### config.mk
export PLATFORM = sky130hd
export DESIGN_NAME = string_to_integer_parser_top_flat
export DESIGN_NICKNAME = d
export VERILOG_FILES = /design/src/rtl/stip_pkg.sv /design/src/rtl/stip_if.sv /design/src/rtl/stip_ctrl.sv /design/src/rtl/stip_dp.sv /design/src/rtl/stip_outbuf.sv /design/src/rtl/string_to_integer_parser_top.sv /design/src/flat_wrapper.sv
export VERILOG_INCLUDE_DIRS = /design/src /design/src/rtl
export SDC_FILE = /design/constraint.sdc
export NUM_CORES = 2
export LEC_CHECK = 0
export BUFFER_PORTS_ARGS = -buffer_cell sky130_fd_sc_hd__buf_4
export CAP_MARGIN = 10
export CORE_AREA = 4 4 232 234
export CTS_BUF_LIST = sky130_fd_sc_hd__clkbuf_8
export CTS_CLUSTER_DIAMETER = 150
export DETAILED_ROUTE_END_ITERATION = 10
export DIE_AREA = 0 0 236 238
export GPL_ROUTABILITY_DRIVEN = 1
export PLACE_DENSITY = 0.8
export SLEW_MARGIN = 20
export SYNTH_ARGS = -nofsm -noshare
export SYNTH_HDL_FRONTEND = slang
export SYNTH_HIERARCHICAL = 1
export SYNTH_SLANG_ARGS = --single-unit
### constraint.sdc
create_clock -name clk_i -period 12.4 [get_ports clk_i]
set_clock_uncertainty 0.15 [all_clocks]
set_input_delay 0.62 -clock clk_i [delete_from_list [all_inputs] [get_ports clk_i]]
set_output_delay 0.62 -clock clk_i [all_outputs]
set_load 0.005 [all_outputs]
### src/rtl/string_to_integer_parser_top_defines.svh
// Assertion macros for the string to integer parser.
// Used by the top level; expects clk_i and rst_ni in scope.
`ifndef STRING_TO_INTEGER_PARSER_TOP_DEFINES_SVH
`define STRING_TO_INTEGER_PARSER_TOP_DEFINES_SVH

// Consequent must hold in the same cycle as the antecedent.
`define STIP_ASSERT_NOW(lbl, ante, cons, msg) \
  lbl: assert property (@(posedge clk_i) disable iff (!rst_ni) (ante) |-> (cons)) \
    else $error(msg);

// Consequent must hold in the cycle after the antecedent.
`define STIP_ASSERT_NEXT(lbl, ante, cons, msg) \
  lbl: assert property (@(posedge clk_i) disable iff (!rst_ni) (ante) |=> (cons)) \
    else $error(msg);

`endif

### src/rtl/stip_pkg.sv
// Shared types, constants and helper function of the string to integer parser.
// No dependencies; every other file but the defines header imports this package.
`timescale 1ns / 1ps

package stip_pkg;

  localparam int unsigned CHAR_W     = 8;
  localparam int unsigned VALUE_W    = 64;
  localparam int unsigned BASE_W     = 6;
  localparam int unsigned DIGIT_W    = 6;
  localparam int unsigned COUNT_W    = 16;
  localparam int unsigned CONSUMED_W = 16;
  localparam int unsigned CFG_IDX_W  = 2;
  localparam int unsigned CFG_DATA_W = 8;
  localparam int unsigned PROD_W     = VALUE_W + BASE_W;

  localparam logic [COUNT_W-1:0] CNT_MAX = '1;

  // Register indexes
  localparam logic [CFG_IDX_W-1:0] CFG_NUMBER_BASE = CFG_IDX_W'(0);
  localparam logic [CFG_IDX_W-1:0] CFG_SIGNED_MODE = CFG_IDX_W'(1);

  localparam logic [BASE_W-1:0] BASE_RESET = BASE_W'(10);
  localparam logic [BASE_W-1:0] BASE_MAX   = BASE_W'(36);
  localparam logic [BASE_W-1:0] BASE_TEN   = BASE_W'(10);
  localparam logic [BASE_W-1:0] BASE_OCT   = BASE_W'(8);
  localparam logic [BASE_W-1:0] BASE_HEX   = BASE_W'(16);
  localparam logic [DIGIT_W-1:0] NO_DIGIT  = DIGIT_W'(36);

  localparam logic [CHAR_W-1:0] CH_SPACE = 8'h20;
  localparam logic [CHAR_W-1:0] CH_TAB   = 8'h09;
  localparam logic [CHAR_W-1:0] CH_CR    = 8'h0D;
  localparam logic [CHAR_W-1:0] CH_PLUS  = 8'h2B;
  localparam logic [CHAR_W-1:0] CH_MINUS = 8'h2D;
  localparam logic [CHAR_W-1:0] CH_ZERO  = 8'h30;
  localparam logic [CHAR_W-1:0] CH_NINE  = 8'h39;
  localparam logic [CHAR_W-1:0] CH_UC_A  = 8'h41;
  localparam logic [CHAR_W-1:0] CH_UC_X  = 8'h58;
  localparam logic [CHAR_W-1:0] CH_UC_Z  = 8'h5A;
  localparam logic [CHAR_W-1:0] CH_LC_A  = 8'h61;
  localparam logic [CHAR_W-1:0] CH_LC_X  = 8'h78;
  localparam logic [CHAR_W-1:0] CH_LC_Z  = 8'h7A;

  localparam logic [VALUE_W-1:0] S64_MAX = {1'b0, {(VALUE_W-1){1'b1}}};
  localparam logic [VALUE_W-1:0] S64_MIN = {1'b1, {(VALUE_W-1){1'b0}}};

  typedef enum logic [2:0] {
    PH_IDLE,
    PH_LEAD,
    PH_SIGNED,
    PH_ZERO,
    PH_XSEEN,
    PH_DIGITS
  } phase_e;

  // Character class of the current item, seen against the base in force
  typedef struct packed {
    logic is_space;
    logic is_sign;
    logic is_minus;
    logic is_zero;
    logic is_x;
    logic digit_ok;
    logic digit_hex;
    logic base_zero;
    logic base_hex;
  } status_t;

  typedef struct packed {
    logic step;
    logic take;
    logic mark;
    logic set_sign;
    logic load_digit;
    logic accumulate;
    logic base_prefix;
    logic base_ten;
    logic base_hex;
    logic emit;
    logic have_digits;
  } cmd_t;

  typedef struct packed {
    logic [VALUE_W-1:0]    value_bits;
    logic [CONSUMED_W-1:0] consumed_count;
    logic                  range_error;
    logic                  no_digits;
    logic                  count_saturated;
  } result_t;

  // Digit value 0..35, NO_DIGIT for anything else
  function automatic logic [DIGIT_W-1:0] digit_val(input logic [CHAR_W-1:0] c);
    logic [DIGIT_W-1:0] d;
    d = NO_DIGIT;
    if (c >= CH_ZERO && c <= CH_NINE) begin
      d = DIGIT_W'(c - CH_ZERO);
    end else if (c >= CH_LC_A && c <= CH_LC_Z) begin
      d = DIGIT_W'(c - CH_LC_A) + DIGIT_W'(10);
    end else if (c >= CH_UC_A && c <= CH_UC_Z) begin
      d = DIGIT_W'(c - CH_UC_A) + DIGIT_W'(10);
    end
    return d;
  endfunction

endpackage

### src/rtl/stip_if.sv
// Channel interfaces of the string to integer parser: input, result, config.
// Depends on stip_pkg.
`timescale 1ns / 1ps

interface stip_in_if;
  import stip_pkg::*;
  logic              valid;
  logic              ready;
  logic [CHAR_W-1:0] char_in;
  logic              first_char;
  modport source (output valid, char_in, first_char, input ready);
  modport sink   (input valid, char_in, first_char, output ready);
endinterface

interface stip_out_if;
  import stip_pkg::*;
  logic                  valid;
  logic                  ready;
  logic [VALUE_W-1:0]    value_bits;
  logic [CONSUMED_W-1:0] consumed_count;
  logic                  range_error;
  logic                  no_digits;
  logic                  count_saturated;
  modport source (output valid, value_bits, consumed_count, range_error, no_digits,
                  count_saturated, input ready);
  modport sink   (input valid, value_bits, consumed_count, range_error, no_digits,
                  count_saturated, output ready);
endinterface

interface stip_cfg_if;
  import stip_pkg::*;
  logic                  valid;
  logic                  ready;
  logic [CFG_IDX_W-1:0]  index;
  logic [CFG_DATA_W-1:0] data;
  modport source (output valid, index, data, input ready);
  modport sink   (input valid, index, data, output ready);
endinterface

### src/rtl/stip_ctrl.sv
// Parse controller: phase state machine issuing one command bundle per item.
// Depends on stip_pkg.
`timescale 1ns / 1ps

module stip_ctrl (
  input  logic              clk_i,
  input  logic              rst_ni,
  input  logic              in_fire_i,
  input  logic              first_char_i,
  input  stip_pkg::status_t status_i,
  output stip_pkg::cmd_t    cmd_o
);
  import stip_pkg::*;

  phase_e phase_q, phase_d;
  phase_e phase_v;
  logic   zero_prefix;
  phase_e signed_next, digits_next;
  cmd_t   cmd_signed, cmd_digits;

  // A first character opens a new string regardless of the current phase
  assign phase_v     = first_char_i ? PH_LEAD : phase_q;
  assign zero_prefix = status_i.is_zero && (status_i.base_zero || status_i.base_hex);

  assign signed_next = zero_prefix ? PH_ZERO : (status_i.digit_ok ? PH_DIGITS : PH_IDLE);
  assign digits_next = status_i.digit_ok ? PH_DIGITS : PH_IDLE;

  always_comb begin
    phase_d = phase_q;
    if (in_fire_i) begin
      case (phase_v)
        PH_LEAD: begin
          if (status_i.is_space) begin
            phase_d = PH_LEAD;
          end else if (status_i.is_sign) begin
            phase_d = PH_SIGNED;
          end else begin
            phase_d = signed_next;
          end
        end
        PH_SIGNED: phase_d = signed_next;
        PH_ZERO:   phase_d = status_i.is_x ? PH_XSEEN : digits_next;
        PH_XSEEN:  phase_d = status_i.digit_hex ? PH_DIGITS : PH_IDLE;
        PH_DIGITS: phase_d = digits_next;
        default:   phase_d = PH_IDLE;
      endcase
    end
  end

  // Command for the sign-or-first-digit position
  always_comb begin
    cmd_signed = '0;
    if (zero_prefix) begin
      cmd_signed.take        = 1'b1;
      cmd_signed.mark        = 1'b1;
      cmd_signed.load_digit  = 1'b1;
      cmd_signed.base_prefix = 1'b1;
    end else begin
      cmd_signed.base_ten = status_i.base_zero;
      if (status_i.digit_ok) begin
        cmd_signed.take       = 1'b1;
        cmd_signed.mark       = 1'b1;
        cmd_signed.load_digit = 1'b1;
      end else begin
        cmd_signed.emit = 1'b1;
      end
    end
  end

  // Command for a digit position
  always_comb begin
    cmd_digits = '0;
    if (status_i.digit_ok) begin
      cmd_digits.take       = 1'b1;
      cmd_digits.mark       = 1'b1;
      cmd_digits.accumulate = 1'b1;
    end else begin
      cmd_digits.emit        = 1'b1;
      cmd_digits.have_digits = 1'b1;
    end
  end

  always_comb begin
    cmd_o = '0;
    if (in_fire_i) begin
      case (phase_v)
        PH_LEAD: begin
          if (status_i.is_space) begin
            cmd_o.take = 1'b1;
          end else if (status_i.is_sign) begin
            cmd_o.take     = 1'b1;
            cmd_o.set_sign = 1'b1;
          end else begin
            cmd_o = cmd_signed;
          end
        end
        PH_SIGNED: cmd_o = cmd_signed;
        PH_ZERO: begin
          if (status_i.is_x) begin
            cmd_o.take = 1'b1;
          end else begin
            cmd_o = cmd_digits;
          end
        end
        PH_XSEEN: begin
          if (status_i.digit_hex) begin
            cmd_o.take       = 1'b1;
            cmd_o.mark       = 1'b1;
            cmd_o.load_digit = 1'b1;
            cmd_o.base_hex   = 1'b1;
          end else begin
            cmd_o.emit        = 1'b1;
            cmd_o.have_digits = 1'b1;
          end
        end
        PH_DIGITS: cmd_o = cmd_digits;
        default:   cmd_o = '0;
      endcase
      cmd_o.step = 1'b1;
    end
  end

  always_ff @(posedge clk_i or negedge rst_ni) begin
    if (!rst_ni) begin
      phase_q <= PH_IDLE;
    end else begin
      phase_q <= phase_d;
    end
  end

endmodule

### src/rtl/stip_dp.sv
// Parse datapath: config registers, accumulator with multiply-add, counters,
// character classification and result formatting. Depends on stip_pkg.
`timescale 1ns / 1ps

module stip_dp (
  input  logic                            clk_i,
  input  logic                            rst_ni,
  input  logic                            cfg_we_i,
  input  logic [stip_pkg::CFG_IDX_W-1:0]  cfg_index_i,
  input  logic [stip_pkg::CFG_DATA_W-1:0] cfg_data_i,
  input  logic [stip_pkg::CHAR_W-1:0]     char_in_i,
  input  logic                            first_char_i,
  input  stip_pkg::cmd_t                  cmd_i,
  output stip_pkg::status_t               status_o,
  output stip_pkg::result_t               result_o
);
  import stip_pkg::*;

  logic [BASE_W-1:0]  num_base_q;
  logic               signed_mode_q;
  logic               neg_q, neg_d;
  logic [VALUE_W-1:0] acc_q, acc_d;
  logic               ovf_q, ovf_d;
  logic [BASE_W-1:0]  base_q, base_d;
  logic [COUNT_W-1:0] cnt_q, cnt_d;
  logic [COUNT_W-1:0] vend_q, vend_d;

  // View of the state as this item sees it: a first character starts clean
  logic               neg_v, ovf_v;
  logic [VALUE_W-1:0] acc_v;
  logic [BASE_W-1:0]  base_v, base_cmp, mul_base;
  logic [COUNT_W-1:0] cnt_v, vend_v, cnt_inc;
  logic [DIGIT_W-1:0] d;
  logic [PROD_W-1:0]  prod;
  logic               carry;
  logic [VALUE_W-1:0] mag, neg_mag, value;
  logic               rerr;

  assign neg_v  = first_char_i ? 1'b0 : neg_q;
  assign ovf_v  = first_char_i ? 1'b0 : ovf_q;
  assign acc_v  = first_char_i ? '0 : acc_q;
  assign base_v = first_char_i ? ((num_base_q > BASE_MAX) ? BASE_MAX : num_base_q) : base_q;
  assign cnt_v  = first_char_i ? '0 : cnt_q;
  assign vend_v = first_char_i ? '0 : vend_q;

  assign d        = digit_val(char_in_i);
  assign base_cmp = (base_v == '0) ? BASE_TEN : base_v;

  always_comb begin
    status_o           = '0;
    status_o.is_space  = (char_in_i == CH_SPACE) || (char_in_i inside {[CH_TAB:CH_CR]});
    status_o.is_sign   = (char_in_i == CH_PLUS) || (char_in_i == CH_MINUS);
    status_o.is_minus  = (char_in_i == CH_MINUS);
    status_o.is_zero   = (char_in_i == CH_ZERO);
    status_o.is_x      = (char_in_i == CH_LC_X) || (char_in_i == CH_UC_X);
    status_o.digit_ok  = (d < base_cmp);
    status_o.digit_hex = (d < DIGIT_W'(BASE_HEX));
    status_o.base_zero = (base_v == '0);
    status_o.base_hex  = (base_v == BASE_HEX);
  end

  // One multiply-add per accumulated digit; carry out of 64 bits flags overflow
  assign mul_base = base_cmp;
  assign prod     = PROD_W'(acc_v) * PROD_W'(mul_base) + PROD_W'(d);
  assign carry    = |prod[PROD_W-1:VALUE_W];

  assign cnt_inc = (cnt_v == CNT_MAX) ? cnt_v : cnt_v + COUNT_W'(1);

  always_comb begin
    neg_d  = neg_q;
    acc_d  = acc_q;
    ovf_d  = ovf_q;
    base_d = base_q;
    cnt_d  = cnt_q;
    vend_d = vend_q;
    if (cmd_i.step) begin
      neg_d  = cmd_i.set_sign ? status_o.is_minus : neg_v;
      ovf_d  = ovf_v;
      acc_d  = acc_v;
      if (cmd_i.load_digit) begin
        acc_d = VALUE_W'(d);
      end else if (cmd_i.accumulate && !ovf_v) begin
        if (carry) begin
          ovf_d = 1'b1;
        end else begin
          acc_d = prod[VALUE_W-1:0];
        end
      end
      if (cmd_i.base_prefix) begin
        base_d = (base_v == '0) ? BASE_OCT : BASE_HEX;
      end else if (cmd_i.base_hex) begin
        base_d = BASE_HEX;
      end else if (cmd_i.base_ten) begin
        base_d = BASE_TEN;
      end else begin
        base_d = base_v;
      end
      cnt_d  = cmd_i.take ? cnt_inc : cnt_v;
      vend_d = (cmd_i.take && cmd_i.mark) ? cnt_inc : vend_v;
    end
  end

  // Clamp to the signed or unsigned 64-bit range
  assign mag     = ovf_v ? '1 : acc_v;
  assign neg_mag = VALUE_W'(0) - mag;

  always_comb begin
    value = '0;
    rerr  = 1'b0;
    if (cmd_i.have_digits) begin
      if (signed_mode_q) begin
        if (neg_v) begin
          if (mag > S64_MIN) begin
            value = S64_MIN;
            rerr  = 1'b1;
          end else begin
            value = neg_mag;
          end
        end else begin
          if (mag > S64_MAX) begin
            value = S64_MAX;
            rerr  = 1'b1;
          end else begin
            value = mag;
          end
        end
      end else begin
        if (ovf_v) begin
          value = '1;
          rerr  = 1'b1;
        end else begin
          value = neg_v ? neg_mag : mag;
        end
      end
    end
  end

  always_comb begin
    result_o.value_bits      = value;
    result_o.consumed_count  = cmd_i.have_digits ? CONSUMED_W'(vend_v) : '0;
    result_o.range_error     = rerr;
    result_o.no_digits       = !cmd_i.have_digits;
    result_o.count_saturated = (cnt_v == CNT_MAX);
  end

  always_ff @(posedge clk_i or negedge rst_ni) begin
    if (!rst_ni) begin
      num_base_q    <= BASE_RESET;
      signed_mode_q <= 1'b1;
      neg_q         <= 1'b0;
      acc_q         <= '0;
      ovf_q         <= 1'b0;
      base_q        <= BASE_RESET;
      cnt_q         <= '0;
      vend_q        <= '0;
    end else begin
      if (cfg_we_i && cfg_index_i == CFG_NUMBER_BASE) begin
        num_base_q <= cfg_data_i[BASE_W-1:0];
      end
      if (cfg_we_i && cfg_index_i == CFG_SIGNED_MODE) begin
        signed_mode_q <= cfg_data_i[0];
      end
      neg_q  <= neg_d;
      acc_q  <= acc_d;
      ovf_q  <= ovf_d;
      base_q <= base_d;
      cnt_q  <= cnt_d;
      vend_q <= vend_d;
    end
  end

endmodule

### src/rtl/stip_outbuf.sv
// Result output register with one skid entry behind it.
// Depends on stip_pkg.
`timescale 1ns / 1ps

module stip_outbuf (
  input  logic              clk_i,
  input  logic              rst_ni,
  input  logic              push_i,
  input  stip_pkg::result_t result_i,
  output logic              in_ready_o,
  output logic              out_valid_o,
  input  logic              out_ready_i,
  output stip_pkg::result_t result_o
);
  import stip_pkg::*;

  result_t out_q, out_d, skid_q, skid_d;
  logic    out_valid_q, out_valid_d, skid_valid_q, skid_valid_d;
  logic    out_fire;

  assign out_fire    = out_valid_q && out_ready_i;
  assign in_ready_o  = !skid_valid_q;
  assign out_valid_o = out_valid_q;
  assign result_o    = out_q;

  always_comb begin
    out_d        = out_q;
    skid_d       = skid_q;
    out_valid_d  = out_valid_q;
    skid_valid_d = skid_valid_q;
    if (skid_valid_q) begin
      if (out_fire) begin
        out_d        = skid_q;
        skid_valid_d = 1'b0;
      end
    end else if (push_i) begin
      if (!out_valid_q || out_fire) begin
        out_d       = result_i;
        out_valid_d = 1'b1;
      end else begin
        skid_d       = result_i;
        skid_valid_d = 1'b1;
      end
    end else if (out_fire) begin
      out_valid_d = 1'b0;
    end
  end

  always_ff @(posedge clk_i or negedge rst_ni) begin
    if (!rst_ni) begin
      out_valid_q  <= 1'b0;
      skid_valid_q <= 1'b0;
    end else begin
      out_valid_q  <= out_valid_d;
      skid_valid_q <= skid_valid_d;
    end
  end

  always_ff @(posedge clk_i) begin
    out_q  <= out_d;
    skid_q <= skid_d;
  end

endmodule

### src/rtl/string_to_integer_parser_top.sv
// Throughput: one character item per cycle unless input stalls; each is parsed in the cycle it is accepted.
// The result of a number is registered in the output buffer when the item that ends it is accepted.
// The input stalls only while both the output register and its skid entry hold results.
// Reset (async, active low): no string open, base 10, signed clamping, output empty.
// Config writes are taken every cycle; registers beyond the list are ignored.
// Depends on stip_pkg, stip_if, stip_ctrl, stip_dp, stip_outbuf and the defines header.
`timescale 1ns / 1ps
`include "string_to_integer_parser_top_defines.svh"

module string_to_integer_parser_top (
  input logic        clk_i,
  input logic        rst_ni,
  stip_in_if.sink    in_i,
  stip_cfg_if.sink   cfg_i,
  stip_out_if.source out_o
);
  import stip_pkg::*;

  logic    in_fire;
  logic    in_ready;
  logic    cfg_we;
  status_t status;
  cmd_t    cmd;
  result_t result_new;
  result_t result_out;
  logic    out_valid;

  // Config writes never stall
  assign cfg_i.ready = 1'b1;
  assign cfg_we      = cfg_i.valid && cfg_i.ready;

  assign in_i.ready = in_ready;
  assign in_fire    = in_i.valid && in_ready;

  // Controller: decides per item what the datapath does and when a number ends
  stip_ctrl u_ctrl (
    .clk_i        (clk_i),
    .rst_ni       (rst_ni),
    .in_fire_i    (in_fire),
    .first_char_i (in_i.first_char),
    .status_i     (status),
    .cmd_o        (cmd)
  );

  // Datapath: classify the character, accumulate, count and format the result
  stip_dp u_dp (
    .clk_i        (clk_i),
    .rst_ni       (rst_ni),
    .cfg_we_i     (cfg_we),
    .cfg_index_i  (cfg_i.index),
    .cfg_data_i   (cfg_i.data),
    .char_in_i    (in_i.char_in),
    .first_char_i (in_i.first_char),
    .cmd_i        (cmd),
    .status_o     (status),
    .result_o     (result_new)
  );

  // Hold finished results so the parser keeps taking characters while output stalls, until the skid entry fills
  stip_outbuf u_outbuf (
    .clk_i       (clk_i),
    .rst_ni      (rst_ni),
    .push_i      (cmd.emit),
    .result_i    (result_new),
    .in_ready_o  (in_ready),
    .out_valid_o (out_valid),
    .out_ready_i (out_o.ready),
    .result_o    (result_out)
  );

  assign out_o.valid           = out_valid;
  assign out_o.value_bits      = result_out.value_bits;
  assign out_o.consumed_count  = result_out.consumed_count;
  assign out_o.range_error     = result_out.range_error;
  assign out_o.no_digits       = result_out.no_digits;
  assign out_o.count_saturated = result_out.count_saturated;

  // A result is only produced by an accepted item
  `STIP_ASSERT_NOW(a_emit_on_fire, cmd.emit, in_fire, "result produced without an accepted item")
  // A string without digits reports zero value, zero count and no range error
  `STIP_ASSERT_NOW(a_no_digits_zero, out_valid && out_o.no_digits,
    out_o.value_bits == '0 && out_o.consumed_count == '0 && !out_o.range_error,
    "no-digit result carries nonzero fields")
  // Input backpressure only happens with the output register full
  `STIP_ASSERT_NOW(a_stall_needs_full, !in_ready, out_valid, "input stalled with empty output")
  // A result pushed into an empty output shows up next cycle
  `STIP_ASSERT_NEXT(a_push_visible, cmd.emit && !out_valid, out_valid,
    "pushed result not visible")

endmodule
### src/flat_wrapper.sv
// flat-port wrapper written by rule: the top's interface ports become plain ports
module string_to_integer_parser_top_flat import stip_pkg::*;
  (clk_i, rst_ni, in_i_valid, in_i_char_in, in_i_first_char, in_i_ready, cfg_i_valid, cfg_i_index, cfg_i_data, cfg_i_ready, out_o_valid, out_o_value_bits, out_o_consumed_count, out_o_range_error, out_o_no_digits, out_o_count_saturated, out_o_ready);
  stip_in_if in_i_i ();
  stip_cfg_if cfg_i_i ();
  stip_out_if out_o_i ();
  input logic clk_i;
  input logic rst_ni;
  input wire logic [$bits(in_i_i.valid)-1:0] in_i_valid;
  input wire logic [$bits(in_i_i.char_in)-1:0] in_i_char_in;
  input wire logic [$bits(in_i_i.first_char)-1:0] in_i_first_char;
  output wire logic [$bits(in_i_i.ready)-1:0] in_i_ready;
  input wire logic [$bits(cfg_i_i.valid)-1:0] cfg_i_valid;
  input wire logic [$bits(cfg_i_i.index)-1:0] cfg_i_index;
  input wire logic [$bits(cfg_i_i.data)-1:0] cfg_i_data;
  output wire logic [$bits(cfg_i_i.ready)-1:0] cfg_i_ready;
  output wire logic [$bits(out_o_i.valid)-1:0] out_o_valid;
  output wire logic [$bits(out_o_i.value_bits)-1:0] out_o_value_bits;
  output wire logic [$bits(out_o_i.consumed_count)-1:0] out_o_consumed_count;
  output wire logic [$bits(out_o_i.range_error)-1:0] out_o_range_error;
  output wire logic [$bits(out_o_i.no_digits)-1:0] out_o_no_digits;
  output wire logic [$bits(out_o_i.count_saturated)-1:0] out_o_count_saturated;
  input wire logic [$bits(out_o_i.ready)-1:0] out_o_ready;
  assign in_i_i.valid = in_i_valid;
  assign in_i_i.char_in = in_i_char_in;
  assign in_i_i.first_char = in_i_first_char;
  assign in_i_ready = in_i_i.ready;
  assign cfg_i_i.valid = cfg_i_valid;
  assign cfg_i_i.index = cfg_i_index;
  assign cfg_i_i.data = cfg_i_data;
  assign cfg_i_ready = cfg_i_i.ready;
  assign out_o_valid = out_o_i.valid;
  assign out_o_value_bits = out_o_i.value_bits;
  assign out_o_consumed_count = out_o_i.consumed_count;
  assign out_o_range_error = out_o_i.range_error;
  assign out_o_no_digits = out_o_i.no_digits;
  assign out_o_count_saturated = out_o_i.count_saturated;
  assign out_o_i.ready = out_o_ready;
  string_to_integer_parser_top u_core (.clk_i(clk_i), .rst_ni(rst_ni), .in_i(in_i_i), .cfg_i(cfg_i_i), .out_o(out_o_i));
endmodule
* Yosys cells after proc, flatten, opt, wreduce, memory -nomap -nowiden
Index checks and enable logic that the tools add are counted.
** Operators by class
- Add/subtract/negate cells :: 8
- Multipliers :: 1
- Div/mod/pow operators :: 0
- $lt $le $gt $ge :: 13
- Equal/unequal tests :: 16
- Shift operators :: 0
- Muxes and demuxes :: 85
- Bitwise operators :: 2
- Reductions and logical operators :: 29
** Operators with widths (number)
- 2-to-1 mux 64 bit :: 12
- 2-to-1 mux 83 bit :: 4
- 2-to-1 mux 16 bit :: 6
- adder 70 x 6 -> 70 bit :: 1
- multiplier 64 x 6 -> 70 bit :: 1
- > comparator 64 x 63 -> 1 bit (second input constant) :: 1
- > comparator 64 bit (second input constant) :: 1
- subtractor 1 x 64 -> 64 bit (first input constant) :: 1
- 2-to-1 mux 6 bit :: 9
- == test 8 x 6 -> 1 bit (second input constant) :: 4
- 2-to-1 mux 1 bit :: 31
- case mux 3 bit (5 select lines) :: 2
- 2-to-1 mux 3 bit :: 7
- 2-to-1 mux 9 bit :: 2
- adder 16 x 1 -> 16 bit (second input constant) :: 1
- == test 16 bit (second input constant) :: 1
- == test 8 x 7 -> 1 bit (second input constant) :: 2
- >= comparator 8 x 7 -> 1 bit (second input constant) :: 2
- less-or-equal comparator 8 x 7 -> 1 bit (second input constant) :: 2
- adder 6 x 4 -> 6 bit (second input constant) :: 2
- case mux 3 bit (4 select lines) :: 1
- subtractor 6 bit (second input constant) :: 2
- logical AND 1 bit :: 11
- 2-to-1 mux 11 bit :: 1
- other kinds (29) :: 47
** Storage, ports and cells
- Flip-flop bits (word level) :: 282
- Bits in latches :: 0
- RAM bits :: 0
- Memory bits (read-only) :: 0
- Input port bits :: 24
- Output and inout bits :: 86
- Logic and storage cells :: 175
- Memories kept :: 0

* Longest topological paths before layout
- Depth after elaboration :: 16
- Depth in mapped cells :: 32
- Mapped depth without buffers :: 28

* Hierarchy
The synthesis kept the hierarchy.
** By module, submodules not included
- stip_dp :: instances 1, cells each 2758, area each 21663.3 µm², sequential area each 2783.9 µm²
- stip_outbuf :: instances 1, cells each 270, area each 6115.9 µm², sequential area each 5034.8 µm²
- stip_ctrl :: instances 1, cells each 68, area each 473.0 µm², sequential area each 75.1 µm²
- string_to_integer_parser_top :: instances 1, cells each 3, area each 17.5 µm², sequential area each 0.0 µm²

* Worst setup path before layout
No wires, ideal clock.
- Path kind :: input to register
- Start point :: input in_i_first_char
- End point :: register u_core.u_dp.acc_q[11]
- Library setup time :: 83 ps
- Data arrival time :: 8400 ps
- Required time :: 12167 ps
- Slack :: 3767 ps
- Cell stages on the path :: 29
- Buffers on the path :: 5
- Cell sequence :: clkbuf_1 > clkbuf_1 > clkbuf_1 > o21ai_1 > nor4_1 > nand2_1 > nor3_1 > nor2_1 > clkbuf_1 > or2_2 > fa_1 > fa_1 > inv_1 > fa_1 > inv_1 > fa_1 > inv_1 > ha_1 > a21o_1 > a221o_1 > a31o_2 > a41oi_1 > a2111oi_0 > or4_1 > a211oi_1 > o2111a_1 > nand4_1 > clkbuf_1 > o22ai_1
** RTL lines
- start: declaration :: line flat_wrapper.sv:11 : input wire logic [$bits(in_i_i.first_char)-1:0] in_i_first_char;
- end signal: assignment :: line stip_dp.sv:151 : acc_q <= '0;
- end signal: assignment :: line stip_dp.sv:164 : acc_q <= acc_d;
- end: declaration :: line stip_dp.sv:22 : logic [VALUE_W-1:0] acc_q, acc_d;

==> summary.md <==
| Metric | Value |
|---|---|
| Outcome | `completed` |
| Worst setup EP type | `register` |
| Crit start category | `register` |
| Pre-CTS setup slack | `2.85 ns` |
| Crit-path slowest cell | `nor2_1` |
| Worst hold start | `cfg_i_data[1]` |
| Pre-Repair DR Iteration Count | `8` |
| Crit-path max FO | `58` |
| Setup Viol. Count Final | `0` |
| CTS root buf | `clkbuf_8` |
| Post-synth top area cell | `fa_1` |
| Post-synth top area share | `17.8%` |
| Area of the core | `about 52000 µm²` |
| WP data required | `between 10 and 15 ns` |
| GRT met3 Usage | `5.15%` |
| Port bufs | `~110` |
| FF-to-FF End | `u_core/u_dp/acc_q[0]$_DFFE_PN0P_` |
| Peak VDD IR | `approximately 100 µV` |
| Die Footprint | `56200 µm²` |
| Starting density of the core | `54.3%` |
| Number of synthesized register bits | `282` |
| Final Hold Fails | `0` |
| Maxcap violations | `0` |
| Largest net degree at the start of global routing | `85` |
| Vias in the first global route | `about 24k` |
| GR Util met1 | `approximately two fifths` |
| Hold EP | `u_core/u_dp/num_base_q[1]$_DFFE_PN1P_` |
| Final Wtd Congestion | `slightly above 1` |
| Clk sinks | `about 280` |
| Fin cells | `about 3.8k` |
| Site Rows | `84` |
| Slew headroom | `34.4%` |
| Vias per cell | `about 6.5` |
| Final Max Tran Viols | `0` |
| Final Core Density | `between 50% and 60%` |
| Top_reg_cell synth | `edfxtp_1` |
| First-pass GRT wire length | `approximately 130000 µm` |
| Worst skew pair latency | `between 0.6 and 0.7 ns` |
| Die height | `between 200 and 250 µm` |
| Final worst slack | `just under 3 ns` |
| Layout fillers | `approximately 4.5k` |
| DIE WIDTH | `between 200 and 250 µm` |
| R2R Setup Slk | `2.96 ns` |
| Fin Hold WS | `a little over 0.09 ns` |
| DRC Markers | `0` |
| Netlist cell types | `roughly 90` |
| Pwr dens | `106 nW/µm²` |
| Met2 Usage GRT | `roughly 47%` |
| Gr ovfl total | `0` |
| Hold buffers post-CTS | `1` |
| Crit path time final | `around 9.4 ns` |
| Routed len/inst | `about 22 µm` |
| Boundary Pins | `110` |
| Worst-Margin Slew | `~0.98 ns` |
| Clock Tree Buf Depth | `3` |
| R2R cell count | `27` |
| Vias | `about 25k` |
| RR Startpoint | `u_core/u_dp/base_q[5]$_DFFE_PN0P_` |
| PostCTS Resize Cnt | `0` |
| Fmax | `106 MHz` |
| Post-detail-place hpwl | `a little over 60000 µm` |
| Post-placement cell count | `3706` |
| Setup_tns | `0 ns` |
| Overall Global Routing Usage | `29.1%` |
| Initial antenna violation count | `3` |
| Syn Std Cell Area | `approximately 28000 µm²` |
| Hold path depth | `2` |
| RSZ-0062 raised after global routing | `no` |
| CP max stage delay | `0.73 ns` |
| Most used routing layer in global routing | `met2` |
| WP data arrival | `roughly 9.8 ns` |
| Synth warn | `6` |
| Hold Path Class | `input port to register` |
| Layout cells sized above 1 | `between 10% and 20%` |
| DRT iter0 DRCs | `2891` |
| Post-Syn Nets | `roughly 3.5k` |
| Post-synth EDFFs | `approximately 170` |
| CTS tree | `done` |
| CTS Buf Count | `46` |
| Register area share after synthesis | `between 20 and 30%` |
| Critical setup path kind | `register to register` |
| Count leader, synth | `nor2_1` |
| Leak Pwr | `around 14 nW` |
| Post-synth top cells | `nor2_1, nand2_1, fa_1, clkbuf_1, a21oi_1` |
| Cells after Synth | `between 3k and 4k` |
| Final ANT Viol Nets | `0` |
| Fin crit share | `~76%` |
| Total Wirelength | `between 80000 and 90000 µm` |
| Post-CTS Setup Inserts | `0` |
| Top cells by area, synth | `fa_1, edfxtp_1, dfrtp_1` |
| Nets | `3506` |
| Synth-to-Final Area Change | `7.20%` |
| Post-synth ARST share | `between 40 and 50%` |
| Clk pin slew, worst setup/hold paths | `roughly 0.07 ns` |
| Syn_area_per_cell | `between 9 and 10 µm²` |
| H-tree Lvls | `2` |
## worst max-delay path by stage
stage | from | endpoint | slack [ns] | cells past startpoint
after floorplan | in_i_first_char | u_core/u_dp/acc_q[11]$_DFFE_PN0P_ | 3.77 | 29
after global placement | in_i_first_char | u_core/u_dp/acc_q[0]$_DFFE_PN0P_ | 2.96 | 28
after detailed placement | in_i_first_char | u_core/u_dp/acc_q[0]$_DFFE_PN0P_ | 2.85 | 25
after CTS | u_core/u_dp/base_q[5]$_DFFE_PN0P_ | u_core/u_dp/acc_q[0]$_DFFE_PN0P_ | 3.16 | 26
after global routing | u_core/u_dp/base_q[5]$_DFFE_PN0P_ | u_core/u_dp/acc_q[3]$_DFFE_PN0P_ | 2.47 | 26
final | u_core/u_dp/base_q[5]$_DFFE_PN0P_ | u_core/u_dp/acc_q[0]$_DFFE_PN0P_ | 2.96 | 27
## flip-flops by register name (all words and copies together), names as in the netlist, 3 cells and up
signal,flops
u_core/u_ctrl/phase_q,3
u_core/u_dp/acc_q,64
u_core/u_dp/base_q,6
u_core/u_dp/cnt_q,16
u_core/u_dp/num_base_q,6
u_core/u_dp/vend_q,16
u_core/u_outbuf/result_o,83
u_core/u_outbuf/skid_q,83
## metal layers
layer | share of wire, % | wire (µm)
met1 | 40 | 33600
met2 | 47 | 39100
met3 | 9.4 | 7890
met4 | 3.4 | 2870
met5 | 0.019 | 16
## logic make-up after synthesis
group	Yosys count	synth area share [%]
buf+inv	330	4.67
compound gates	696	15.4
flops	282	27.9
simple gates	1164	19.5
xor+xnor	114	3.53
other cells	1	0.0133
fa+ha+maj	415	25.1
mux	97	3.92
## layout make-up
| class | count | area (µm²) | area share (%) |
|---|---|---|---|
| tap | 688 | 861 | 2.84 |
| clock buffer | 49 | 674 | 2.23 |
| multi-input combinational | 2487 | 19100 | 63.1 |
| timing repair buffer | 142 | 1070 | 3.53 |
| sequential | 282 | 7900 | 26.1 |
| clock inverter | 36 | 284 | 0.937 |
| inverter | 108 | 408 | 1.35 |
| antenna | 1 | 2.50 | 0.00826 |
## cells in the final DEF, fill, tap and decap left out, types with 82 or more instances in the layout
cell	synthesis	routed
nand2_1	286	286
o21ai_0	149	149
mux2_2	89	89
nor2_1	426	424
ha_1	163	163
dfrtp_1	111	109
a21oi_1	174	174
and3_1	138	138
fa_1	252	252
inv_1	104	121
o22ai_1	82	82
edfxtp_1	166	166
buf_4	3	141
## worst max-delay path: cells and delay by family (launching register included)
kind                       cells  cell delay, ns
buffers and inverters          4            1.21
muxes                          1            0.41
DFF                            1            0.37
AOI/OAI and AO/OA              6            1.89
and+or+nand+nor               11            3.04
adders and majority gates      5            2.19
## through the flow
stage          power [mW]  area, µm²
6_report             3.20      30300
5_1_grt              3.34      30300
4_1_cts              3.20      30300
3_5_place_dp         2.34      29300
3_3_place_gp         2.31      29300
2_1_floorplan        1.94      28300
## where the power goes
part / leakage, nW / total (mW) / internal [mW] / switching, mW
Clock: 0.553 / 0.856 / 0.456 / 0.399
Sequential: 3.04 / 1.33 / 1.20 / 0.125
Combinational: 10.1 / 1.02 / 0.384 / 0.632
Total: 13.7 / 3.20 / 2.04 / 1.16
No activity file was read; power rests on OpenSTA's default activity.
